==> config.mk <==
export PLATFORM = sky130hd
export DESIGN_NAME = tile_map_quad_generator
export DESIGN_NICKNAME = d
export VERILOG_FILES = /design/src/sv/tmq_pkg.sv /design/src/sv/tmq_divider.sv /design/src/sv/tmq_geom.sv /design/src/sv/tmq_tex.sv /design/src/sv/tmq_emit.sv /design/src/sv/tile_map_quad_generator.sv
export SDC_FILE = /design/constraint.sdc
export NUM_CORES = 2
export LEC_CHECK = 0
export ABC_AREA = 1
export BUFFER_PORTS_ARGS = -buffer_cell sky130_fd_sc_hd__clkbuf_2
export CAP_MARGIN = 20
export CELL_PAD_IN_SITES_DETAIL_PLACEMENT = 1
export CELL_PAD_IN_SITES_GLOBAL_PLACEMENT = 2
export CORE_UTILIZATION = 28
export DETAILED_ROUTE_END_ITERATION = 7
export GPL_TIMING_DRIVEN = 0
export PLACE_DENSITY_LB_ADDON = 0.1
export SYNTH_ARGS = -nofsm -noshare
export SYNTH_HDL_FRONTEND = slang
export SYNTH_SLANG_ARGS = --single-unit
==> constraint.sdc <==
create_clock -name clk -period 31.8 [get_ports clk]
set_input_delay 3.18 -clock clk [delete_from_list [all_inputs] [get_ports clk]]
set_output_delay 3.18 -clock clk [all_outputs]
set_load 0.02 [all_outputs]
==> src/sv/tmq_pkg.sv <==
// Shared widths, configuration layout and inter-stage structures of the tile map quad generator.
`default_nettype none

package tmq_pkg;

  localparam int unsigned COORD_W = 10;  // cell column and row
  localparam int unsigned SIZE_W  = 9;   // step, box and atlas-per-row sizes
  localparam int unsigned MAPC_W  = 11;  // map_columns
  localparam int unsigned TILE_W  = 16;  // tile number
  localparam int unsigned ORG_W   = 16;  // origin
  localparam int unsigned POS_W   = 20;
  localparam int unsigned SLOT_W  = 22;
  localparam int unsigned TEXU_W  = 17;
  localparam int unsigned TEXV_W  = 25;

  localparam int unsigned DIV_STAGES = 4;
  localparam int unsigned DIV_STEPS  = TILE_W / DIV_STAGES;

  localparam int unsigned IN_DATA_W  = 40;
  localparam int unsigned OUT_DATA_W = 104;
  localparam int unsigned CFG_IDX_W  = 3;
  localparam int unsigned CFG_DATA_W = 16;

  // Register indexes of the configuration port.
  localparam logic [CFG_IDX_W-1:0] CFG_ORIGIN_X      = 3'd0;
  localparam logic [CFG_IDX_W-1:0] CFG_ORIGIN_Y      = 3'd1;
  localparam logic [CFG_IDX_W-1:0] CFG_STEP_WIDTH    = 3'd2;
  localparam logic [CFG_IDX_W-1:0] CFG_STEP_HEIGHT   = 3'd3;
  localparam logic [CFG_IDX_W-1:0] CFG_BOX_WIDTH     = 3'd4;
  localparam logic [CFG_IDX_W-1:0] CFG_BOX_HEIGHT    = 3'd5;
  localparam logic [CFG_IDX_W-1:0] CFG_ATLAS_PER_ROW = 3'd6;
  localparam logic [CFG_IDX_W-1:0] CFG_MAP_COLUMNS   = 3'd7;

  typedef struct packed {
    logic [ORG_W-1:0]  origin_x;
    logic [ORG_W-1:0]  origin_y;
    logic [SIZE_W-1:0] step_width;
    logic [SIZE_W-1:0] step_height;
    logic [SIZE_W-1:0] box_width;
    logic [SIZE_W-1:0] box_height;
    logic [SIZE_W-1:0] atlas_per_row;
    logic [MAPC_W-1:0] map_columns;
  } cfg_t;

  // Screen rectangle and slot base of one cell.
  typedef struct packed {
    logic [POS_W-1:0]  left;
    logic [POS_W-1:0]  top;
    logic [POS_W-1:0]  right;
    logic [POS_W-1:0]  bottom;
    logic [SLOT_W-1:0] base;
  } geom_t;

  // Everything needed to emit the four corners of one cell.
  typedef struct packed {
    geom_t             geo;
    logic [TEXU_W-1:0] u0;
    logic [TEXU_W-1:0] u1;
    logic [TEXV_W-1:0] v0;
    logic [TEXV_W-1:0] v1;
  } quad_t;

endpackage

`default_nettype wire

==> src/sv/tmq_divider.sv <==
// Pipelined restoring divider that splits the tile number into atlas row and column.
`default_nettype none

module tmq_divider
  import tmq_pkg::*;
(
  input  wire logic              clk,
  input  wire logic              rst_n,
  input  wire logic              en,
  input  wire logic              in_valid,
  input  wire logic [TILE_W-1:0] in_tile,
  input  wire logic [SIZE_W-1:0] in_div,
  output logic                   out_valid,
  output logic [TILE_W-1:0]      out_quot,
  output logic [SIZE_W-1:0]      out_rem
);

  logic [TILE_W-1:0] num_r [DIV_STAGES];
  logic [SIZE_W-1:0] rem_r [DIV_STAGES];
  logic [SIZE_W-1:0] div_r [DIV_STAGES];
  logic              vld_r [DIV_STAGES];

  logic [TILE_W-1:0] num_nxt [DIV_STAGES];
  logic [SIZE_W-1:0] rem_nxt [DIV_STAGES];
  logic [SIZE_W-1:0] div_nxt [DIV_STAGES];

  // Each stage retires DIV_STEPS quotient bits; the dividend shifts out of
  // the top of num while quotient bits shift in at the bottom.
  always_comb begin
    logic [TILE_W-1:0] num;
    logic [SIZE_W-1:0] rem;
    logic [SIZE_W-1:0] dv;
    logic [SIZE_W:0]   part;
    for (int s = 0; s < DIV_STAGES; s++) begin
      if (s == 0) begin
        num = in_tile;
        rem = '0;
        dv  = in_div;
      end else begin
        num = num_r[s-1];
        rem = rem_r[s-1];
        dv  = div_r[s-1];
      end
      for (int k = 0; k < DIV_STEPS; k++) begin
        part = {rem, num[TILE_W-1]};
        num  = {num[TILE_W-2:0], 1'b0};
        if (part >= {1'b0, dv}) begin
          part   = part - {1'b0, dv};
          num[0] = 1'b1;
        end
        rem = part[SIZE_W-1:0];
      end
      num_nxt[s] = num;
      rem_nxt[s] = rem;
      div_nxt[s] = dv;
    end
  end

  always_ff @(posedge clk) begin
    if (en) begin
      for (int s = 0; s < DIV_STAGES; s++) begin
        num_r[s] <= num_nxt[s];
        rem_r[s] <= rem_nxt[s];
        div_r[s] <= div_nxt[s];
      end
    end
    if (!rst_n) begin
      for (int s = 0; s < DIV_STAGES; s++) begin
        vld_r[s] <= 1'b0;
      end
    end else if (en) begin
      vld_r[0] <= in_valid;
      for (int s = 1; s < DIV_STAGES; s++) begin
        vld_r[s] <= vld_r[s-1];
      end
    end
  end

  assign out_valid = vld_r[DIV_STAGES-1];
  assign out_quot  = num_r[DIV_STAGES-1];
  assign out_rem   = rem_r[DIV_STAGES-1];

endmodule

`default_nettype wire

==> src/sv/tmq_geom.sv <==
// Screen rectangle and vertex slot base of a cell, in step with the divider stages.
`default_nettype none

module tmq_geom
  import tmq_pkg::*;
(
  input  wire logic               clk,
  input  wire logic               en,
  input  wire cfg_t               cfg,
  input  wire logic [COORD_W-1:0] cell_col,
  input  wire logic [COORD_W-1:0] cell_row,
  output geom_t                   geo
);

  logic [18:0]        px_r;
  logic [18:0]        py_r;
  logic [20:0]        ps_r;
  logic [COORD_W-1:0] col_r;

  logic [POS_W-1:0]   left_r;
  logic [POS_W-1:0]   top_r;
  logic [SLOT_W-1:0]  sum_r;

  geom_t              geo3_r;
  geom_t              geo4_r;

  always_ff @(posedge clk) begin
    if (en) begin
      // Products of cell position and spacing, and of row and map width.
      px_r  <= {9'd0, cell_col} * {10'd0, cfg.step_width};
      py_r  <= {9'd0, cell_row} * {10'd0, cfg.step_height};
      ps_r  <= {11'd0, cell_row} * {10'd0, cfg.map_columns};
      col_r <= cell_col;

      left_r <= {{(POS_W-ORG_W){cfg.origin_x[ORG_W-1]}}, cfg.origin_x} + {1'b0, px_r};
      top_r  <= {{(POS_W-ORG_W){cfg.origin_y[ORG_W-1]}}, cfg.origin_y} + {1'b0, py_r};
      sum_r  <= {1'b0, ps_r} + {12'd0, col_r};

      geo3_r.left   <= left_r;
      geo3_r.top    <= top_r;
      geo3_r.right  <= left_r + {11'd0, cfg.box_width};
      geo3_r.bottom <= top_r + {11'd0, cfg.box_height};
      geo3_r.base   <= {sum_r[SLOT_W-3:0], 2'b00};

      geo4_r <= geo3_r;
    end
  end

  assign geo = geo4_r;

endmodule

`default_nettype wire

==> src/sv/tmq_tex.sv <==
// Texture coordinate stages: atlas column and row scaled by the box size.
`default_nettype none

module tmq_tex
  import tmq_pkg::*;
(
  input  wire logic              clk,
  input  wire logic              rst_n,
  input  wire logic              en,
  input  wire cfg_t              cfg,
  input  wire logic              in_valid,
  input  wire logic [TILE_W-1:0] in_quot,
  input  wire logic [SIZE_W-1:0] in_rem,
  input  wire geom_t             in_geo,
  output logic                   out_valid,
  output quad_t                  out_quad
);

  logic [17:0]       uprod_r;
  logic [TEXV_W-1:0] vprod_r;
  geom_t             geo_r;
  logic              vld_a_r;
  logic              vld_b_r;
  quad_t             quad_r;

  always_ff @(posedge clk) begin
    if (en) begin
      uprod_r <= {9'd0, in_rem} * {9'd0, cfg.box_width};
      vprod_r <= {9'd0, in_quot} * {16'd0, cfg.box_height};
      geo_r   <= in_geo;

      // The far edge is one box further on; the sums wrap at field width.
      quad_r.geo <= geo_r;
      quad_r.u0  <= uprod_r[TEXU_W-1:0];
      quad_r.u1  <= uprod_r[TEXU_W-1:0] + {8'd0, cfg.box_width};
      quad_r.v0  <= vprod_r;
      quad_r.v1  <= vprod_r + {16'd0, cfg.box_height};
    end
    if (!rst_n) begin
      vld_a_r <= 1'b0;
      vld_b_r <= 1'b0;
    end else if (en) begin
      vld_a_r <= in_valid;
      vld_b_r <= vld_a_r;
    end
  end

  assign out_valid = vld_b_r;
  assign out_quad  = quad_r;

endmodule

`default_nettype wire

==> src/sv/tmq_emit.sv <==
// Holds one finished cell and sends its four corner vertices, one per transaction.
`default_nettype none

module tmq_emit
  import tmq_pkg::*;
(
  input  wire logic              clk,
  input  wire logic              rst_n,
  input  wire logic              in_valid,
  input  wire quad_t             in_quad,
  output logic                   in_ready,
  output logic                   out_valid,
  input  wire logic              out_ready,
  output logic [1:0]             corner,
  output logic [SLOT_W-1:0]      vertex_slot,
  output logic [POS_W-1:0]       pos_x,
  output logic [POS_W-1:0]       pos_y,
  output logic [TEXU_W-1:0]      tex_u,
  output logic [TEXV_W-1:0]      tex_v,
  output logic                   last
);

  localparam logic [1:0] CORNER_TL = 2'd0;
  localparam logic [1:0] CORNER_TR = 2'd1;
  localparam logic [1:0] CORNER_BR = 2'd2;
  localparam logic [1:0] CORNER_BL = 2'd3;

  quad_t      quad_r;
  logic       busy_r;
  logic [1:0] corner_r;
  logic       xfer;
  logic       rx;
  logic       by;

  assign xfer     = busy_r && out_ready;
  assign in_ready = !busy_r || (out_ready && corner_r == CORNER_BL);

  always_ff @(posedge clk) begin
    if (in_valid && in_ready) begin
      quad_r <= in_quad;
    end
    if (!rst_n) begin
      busy_r   <= 1'b0;
      corner_r <= CORNER_TL;
    end else if (in_valid && in_ready) begin
      busy_r   <= 1'b1;
      corner_r <= CORNER_TL;
    end else if (xfer) begin
      if (corner_r == CORNER_BL) begin
        busy_r <= 1'b0;
      end
      corner_r <= corner_r + 2'd1;
    end
  end

  assign rx = (corner_r == CORNER_TR) || (corner_r == CORNER_BR);
  assign by = (corner_r == CORNER_BR) || (corner_r == CORNER_BL);

  assign out_valid   = busy_r;
  assign corner      = corner_r;
  assign vertex_slot = {quad_r.geo.base[SLOT_W-1:2], corner_r};
  assign pos_x       = rx ? quad_r.geo.right : quad_r.geo.left;
  assign pos_y       = by ? quad_r.geo.bottom : quad_r.geo.top;
  assign tex_u       = rx ? quad_r.u1 : quad_r.u0;
  assign tex_v       = by ? quad_r.v1 : quad_r.v0;
  assign last        = (corner_r == CORNER_BL);

endmodule

`default_nettype wire

==> src/sv/tile_map_quad_generator.sv <==
// A cell's first vertex is offered after the input register, divider stages, texture
// stages and emitter hold register. One vertex goes out per cycle while out_tready is
// high; the pipeline takes a cell each cycle unless held by the four-vertex output.
// The tile split runs through a 4-stage restoring divider, 4 quotient bits per stage.
// Reset (synchronous, rst_n low) empties the pipeline and restores register defaults.
`default_nettype none

module tile_map_quad_generator
  import tmq_pkg::*;
(
  input  wire logic                  clk,
  input  wire logic                  rst_n,
  // in_tdata: cell_col[9:0], cell_row[19:10], tile_number[35:20], zero [39:36]
  input  wire logic                  in_tvalid,
  output logic                       in_tready,
  input  wire logic [IN_DATA_W-1:0]  in_tdata,
  // out_tdata: vertex_slot[21:0], pos_x[41:22], pos_y[61:42], tex_u[78:62], tex_v[103:79]
  output logic                       out_tvalid,
  input  wire logic                  out_tready,
  output logic [OUT_DATA_W-1:0]      out_tdata,
  // out_tuser: corner[1:0]
  output logic [1:0]                 out_tuser,
  output logic                       out_tlast,
  input  wire logic                  cfg_valid,
  output logic                       cfg_ready,
  input  wire logic [CFG_IDX_W-1:0]  cfg_index,
  input  wire logic [CFG_DATA_W-1:0] cfg_data
);

  cfg_t               cfg_r;
  logic               en;

  logic               in_vld_r;
  logic [COORD_W-1:0] col_r;
  logic [COORD_W-1:0] row_r;
  logic [TILE_W-1:0]  tile_r;
  logic [SIZE_W-1:0]  per_row;

  logic               div_valid;
  logic [TILE_W-1:0]  div_quot;
  logic [SIZE_W-1:0]  div_rem;
  geom_t              geo;
  logic               tex_valid;
  quad_t              tex_quad;
  logic               emit_ready;

  logic [1:0]         corner;
  logic [SLOT_W-1:0]  vertex_slot;
  logic [POS_W-1:0]   pos_x;
  logic [POS_W-1:0]   pos_y;
  logic [TEXU_W-1:0]  tex_u;
  logic [TEXV_W-1:0]  tex_v;

  assign cfg_ready = 1'b1;

  always_ff @(posedge clk) begin
    if (!rst_n) begin
      cfg_r.origin_x      <= '0;
      cfg_r.origin_y      <= '0;
      cfg_r.step_width    <= 9'd32;
      cfg_r.step_height   <= 9'd32;
      cfg_r.box_width     <= 9'd32;
      cfg_r.box_height    <= 9'd32;
      cfg_r.atlas_per_row <= 9'd8;
      cfg_r.map_columns   <= 11'd64;
    end else if (cfg_valid && cfg_ready) begin
      unique case (cfg_index)
        CFG_ORIGIN_X:      cfg_r.origin_x      <= cfg_data;
        CFG_ORIGIN_Y:      cfg_r.origin_y      <= cfg_data;
        CFG_STEP_WIDTH:    cfg_r.step_width    <= cfg_data[SIZE_W-1:0];
        CFG_STEP_HEIGHT:   cfg_r.step_height   <= cfg_data[SIZE_W-1:0];
        CFG_BOX_WIDTH:     cfg_r.box_width     <= cfg_data[SIZE_W-1:0];
        CFG_BOX_HEIGHT:    cfg_r.box_height    <= cfg_data[SIZE_W-1:0];
        CFG_ATLAS_PER_ROW: cfg_r.atlas_per_row <= cfg_data[SIZE_W-1:0];
        CFG_MAP_COLUMNS:   cfg_r.map_columns   <= cfg_data[MAPC_W-1:0];
        default: ;
      endcase
    end
  end

  // The whole pipeline moves together; it only holds when the output stage
  // cannot take the cell waiting at its end.
  assign en        = !tex_valid || emit_ready;
  assign in_tready = en;

  always_ff @(posedge clk) begin
    if (en) begin
      col_r  <= in_tdata[9:0];
      row_r  <= in_tdata[19:10];
      tile_r <= in_tdata[35:20];
    end
    if (!rst_n) begin
      in_vld_r <= 1'b0;
    end else if (en) begin
      in_vld_r <= in_tvalid;
    end
  end

  // An atlas width of zero behaves as one tile per row.
  assign per_row = (cfg_r.atlas_per_row == '0) ? 9'd1 : cfg_r.atlas_per_row;

  tmq_divider u_div (
    .clk       (clk),
    .rst_n     (rst_n),
    .en        (en),
    .in_valid  (in_vld_r),
    .in_tile   (tile_r),
    .in_div    (per_row),
    .out_valid (div_valid),
    .out_quot  (div_quot),
    .out_rem   (div_rem)
  );

  tmq_geom u_geom (
    .clk      (clk),
    .en       (en),
    .cfg      (cfg_r),
    .cell_col (col_r),
    .cell_row (row_r),
    .geo      (geo)
  );

  tmq_tex u_tex (
    .clk       (clk),
    .rst_n     (rst_n),
    .en        (en),
    .cfg       (cfg_r),
    .in_valid  (div_valid),
    .in_quot   (div_quot),
    .in_rem    (div_rem),
    .in_geo    (geo),
    .out_valid (tex_valid),
    .out_quad  (tex_quad)
  );

  tmq_emit u_emit (
    .clk         (clk),
    .rst_n       (rst_n),
    .in_valid    (tex_valid),
    .in_quad     (tex_quad),
    .in_ready    (emit_ready),
    .out_valid   (out_tvalid),
    .out_ready   (out_tready),
    .corner      (corner),
    .vertex_slot (vertex_slot),
    .pos_x       (pos_x),
    .pos_y       (pos_y),
    .tex_u       (tex_u),
    .tex_v       (tex_v),
    .last        (out_tlast)
  );

  assign out_tdata = {tex_v, tex_u, pos_y, pos_x, vertex_slot};
  assign out_tuser = corner;

endmodule

`default_nettype wire
* Yosys cells after proc, flatten, opt, wreduce, memory -nomap -nowiden
Memories as Yosys holds them, arrays and structs flattened. A register that Yosys moved wholly into a read port is not among the register bits.
Cells that the tools add are included.
** Storage, ports and cells
- Register bits after elaboration :: 967
- Latch bits :: 0
- RAM bits :: 140
- Bits in read-only memories :: 0
- Input bits :: 64
- Output and inout port bits :: 110
- Logic and storage cells :: 194
- Memories :: 4
** Cells by class
- Add/subtract/negate cells :: 24
- $mul :: 5
- Divide/modulo/power cells :: 0
- Magnitude comparators :: 16
- Eq/ne operators :: 10
- Shift operators :: 0
- Multiplexer cells :: 49
- Bitwise gates (word level) :: 5
- Reduce and logical (&&, ||, !) cells :: 24
** Memories
- u_div.num_r :: words 4, width 16, read ports 4, clocked after Yosys merged registers in 0, write ports 4, RTL line tmq_divider.sv:18 : logic [TILE_W-1:0] num_r [DIV_STAGES];
- u_div.div_r :: words 4, width 9, read ports 3, clocked after Yosys merged registers in 0, write ports 4, RTL line tmq_divider.sv:20 : logic [SIZE_W-1:0] div_r [DIV_STAGES];
- u_div.rem_r :: words 4, width 9, read ports 4, clocked after Yosys merged registers in 0, write ports 4, RTL line tmq_divider.sv:19 : logic [SIZE_W-1:0] rem_r [DIV_STAGES];
- u_div.vld_r :: words 4, width 1, read ports 4, clocked after Yosys merged registers in 1, write ports 4, RTL line tmq_divider.sv:21 : logic vld_r [DIV_STAGES];
** Operators by type and width (count)
- two-way mux 9 bit :: 17
- >= comparator 10 x 9 -> 1 bit :: 15
- subtractor 9 bit :: 15
- adder 20 x 19 -> 20 bit :: 2
- adder 20 x 9 -> 20 bit :: 2
- two-way mux 20 bit :: 2
- multiplier 10 x 9 -> 19 bit :: 2
- two-way mux 1 bit :: 28
- adder 25 x 9 -> 25 bit :: 1
- multiplier 16 x 9 -> 25 bit :: 1
- two-way mux 25 bit :: 1
- adder 20 x 10 -> 20 bit :: 1
- multiplier 10 x 11 -> 20 bit :: 1
- AND reduction 2 bit :: 9
- adder 17 x 9 -> 17 bit :: 1
- multiplier 9 x 9 -> 17 bit :: 1
- two-way mux 17 bit :: 1
- equality test 3 bit, second input constant :: 4
- >= comparator 1 x 9 -> 1 bit :: 1
- logical NOT 9 bit :: 1
- subtractor 1 x 9 -> 9 bit :: 1
- equality test 3 x 2 -> 1 bit, second input constant :: 2
- equality test 2 bit, second input constant :: 2
- logical OR 1 bit :: 4
- other kinds (10) :: 18

* Longest topological paths before layout
- Word-level depth :: 10
- Mapped depth :: 49
- Depth with buffers taken out :: 48

* Hierarchy
From an unflattened synthesis, not the netlist that was laid out.
** Unflattened totals
- Cell total of the unflattened synthesis :: 7181
- Area total of the unflattened synthesis :: 67915.1 sq um
** By module, submodules not included
- tmq_geom :: times used 1, cells each 2742, area each 24634.9 sq um
- tmq_tex :: times used 1, cells each 1859, area each 19468.7 sq um
- tmq_divider :: times used 1, cells each 1520, area each 12140.4 sq um
- tmq_emit :: times used 1, cells each 499, area each 6989.2 sq um
- tile_map_quad_generator :: times used 1, cells each 561, area each 4682.0 sq um

* Worst setup path after synthesis
OpenSTA, ideal clock, no wires.
- Path kind :: input port to output port
- Start point :: input out_tready
- End point :: output in_tready
- Arrival time :: 19.193 ns
- Path slack :: 9.427 ns
- Stages on the path :: 4
- Buffers on the path :: 0
- Path through :: nand2_1 nand2_1 nor2_1 inv_1
** On the way
- Word-level cells in the longest chain between the ends :: 3
** RTL lines
- from (decl) :: RTL line tile_map_quad_generator.sv:19 : input wire logic out_tready,
- logical AND 1 bit :: RTL line tmq_emit.sv:36 : assign in_ready = !busy_r || (out_ready && corner_r == CORNER_BL);
- logical OR 1 bit :: RTL line tmq_emit.sv:36
- logical OR 1 bit :: RTL line tile_map_quad_generator.sv:83 : assign en = !tex_valid || emit_ready;
- to (decl) :: RTL line tile_map_quad_generator.sv:15 : output logic in_tready,
No other way between the ends.

* Worst setup path after layout
Ends and elaborated chain as after synthesis.

==> results.yml <==
clocking:
  clock_path_buffers: 3
  cts_setup_buffers: 0
  cts.sink_count: 1099
  ctsHoldBuffers: 0
  clkLatencyLatePin_ns: 0.81
  clkTransAtPathRegs_ns: 0.06
  cts_tree: "yes"
  cts-resized-gates: 0
  cts-root-buf: "clkbuf_16"
  numCtsBuffers: 133
  cts_max_level: 4
cells_and_area:
  nets: 7061
  drive_gt1_share_pct: 9.94
  final_cells: 9324
  syn_to_final_growth_pct: 14.6
setup_path:
  r2r_cells: 43
  path_class: "primary input to output pin"
  worstPathArrival_ns: 5.36
  cp.required_ns: 28.62
  critPathMaxFanout: 96
  startpoint_type: "primary input"
  setup.worst_path.end_class: "output pin"
place:
  gp_congestion: 0.785
  dpl.cell_count: 9083
  dp_hpwl_um: 131000
  io_buffers: 159
synth:
  yosys.cell_count.top_type: "nand2_1"
  synth_edf_count: 1002
  yosys-top-cells-area: "edfxtp_1 (47%), fa_1 (11%), ha_1 (8.5%)"
  yosys_most_used_dff: "edfxtp_1"
  ys_seq_area_share_pct: 50.0
  synthArstFlopShare_pct: 0
  synthTopCellsByCount: "nand2_1 (1254), edfxtp_1 (1002), inv_1 (943), ha_1 (435), fa_1 (353)"
  syn_inst: 5898
  ys_warn_count: 0
  ys_types: 66
  ys_ff_latch: 1099
  synthesis.area_um2: 64100
  synthesis.nets: 6750
  yosysTopAreaCell: "edfxtp_1"
  yosysTopAreaCellShare_pct: 47.0
  syn_area_per_cell_um2: 10.9
timing:
  slew_headroom_pct: 31.7
  tightest_slew_ns: 1.02
  whs_ns: 0.410
  rsz0062_at_grt: "no"
  period_needed_ns: 8.54
  setup_viol: 0
  skew_ns: 0.0688
  fin_crit_sh_pct: 26.8
  finalMaxSlewViolations: 0
  clock.fmax_ghz: 0.117
  hold_viol: 0
routing:
  wirelength_um: 169000
  drt_iter0_markers: 1692
  vias: 40500
  ant_nets: 0
  wl_per_cell_um: 18.1
  via_per_inst: 4.34
  drcViolationCount: 0
  drt_pass1_iterations: 5
global_routing:
  overflow: 0
  grt_start_max_net_pins: 127
  grt_pass1_vias: 44000
  gr-usage-all-layers_pct: 14.9
  grt_pass1_wl_um: 262000
  grt_antenna_before_repair: 15
floorplan:
  dieArea_um2: 231000
  die_h_um: 480
  rows: 175
  start_util_pct: 28.2
  core_area_um2: 227000
  die_x_um: 480
  pin_count: 174
flow_run:
  max-cap-violations: 0
worst_hold_path:
  hold_path_class: "flip-flop to flip-flop"
  hold_depth: 0
outcome:
  status: "finished clean"
==> sequential cells by signal (all words and copies together), names as in the netlist, 20 cells and up <==
signal / count
u_div.div_r: 27
u_geom.left_r: 20
u_div.rem_r: 36
u_emit.quad_r: 164
u_geom.ps_r: 20
u_emit.vertex_slot: 20
u_geom.top_r: 20
u_geom.geo: 100
cfg_r: 88
u_tex.out_quad: 184
u_div.num_r: 64
u_geom.sum_r: 20
u_geom.geo3_r: 100
u_tex.vprod_r: 25
u_tex.geo_r: 100
==> per-stage QoR <==
step	instance area, um2	setup TNS [ns]	setup slack [ns]	util (%)
6_report	73500	0	23.26	32.3
5_1_grt	73400	0	22.76	32.3
4_1_cts	73400	0	23.08	32.3
3_5_place_dp	69000	0	23.08	30.3
3_3_place_gp	68600	-0.889	-0.889	30.2
2_1_floorplan	64100	0	9.43	-
==> worst paths after layout <==
kind | endpoint | slack, ns | start
min reg2reg | u_tex.geo_r[76]$_DFFE_PN_ | 0.41 | u_geom.geo[76]$_DFFE_PN_
min | u_tex.geo_r[76]$_DFFE_PN_ | 0.41 | u_geom.geo[76]$_DFFE_PN_
max | in_tready | 23.26 | out_tready
max reg2reg | u_div.rem_r[2][6]$_DFFE_PN_ | 23.50 | u_div.div_r[1][0]$_DFFE_PN_
==> final cells by class <==
cell class | count | area (um2)
Clock inverter | 76 | 962
Sequential cell | 1099 | 32000
Tap cell | 3009 | 3760
Timing Repair Buffer | 176 | 1140
Fill cell | 25200 | 154000
Inverter | 962 | 3630
Buffer | 190 | 897
Clock buffer | 161 | 3470
Antenna cell | 4 | 10.0
Multi-Input combinational cell | 3647 | 27500
==> cells by family (layout without fill, tap and decap cells) <==
kind of cell    count (synthesis)  in the layout  share of synthesized area, %
compound gates                552            552                          5.03
xor+xnor                      288            288                          3.94
fa+ha+maj                     788            788                          19.5
buf+inv                      1152           1565                          7.04
flops                        1099           1099                          50.0
mux                            82             82                          1.44
other cells                     1              5                       0.00585
simple gates                 1936           1936                          13.0
==> worst max-delay path: stages <==
cell	delay, ns
clkbuf_2	0.18
nand2_1	0.07
nand2_1	0.11
nor2_1	0.11
inv_8	0.45
buf_16	0.40
buf_16	0.41
clkbuf_2	0.27
==> cells in the final DEF, fill, tap and decap left out, types with 18 or more instances in the layout <==
cell type / n
nand2_1: 1254
edfxtp_1: 1002
inv_1: 941
ha_1: 435
fa_1: 353
nor2_1: 286
a21oi_1: 230
nand3_1: 207
xor2_1: 195
clkbuf_1: 169
o21ai_0: 161
clkbuf_2: 161
clkbuf_16: 133
dfxtp_1: 97
xnor2_1: 93
mux2_2: 82
nand4_1: 43
nand2_2: 28
nor3_1: 28
buf_4: 26
clkinv_1: 26
a31oi_1: 25
o21bai_1: 21
a21o_1: 18
==> layer usage <==
layer	routed length [um]	vias to the layer above	track usage, %
met5	0	-	0
met4	4670	0	4.97
met3	4810	226	2.05
met2	75500	481	23.5
met1	84100	19800	20.8
li1	-	19900	-
Power is left out: the tool's default activity adds up to more than one toggle a clock period on the data nets, which glitch-free logic cannot reach.
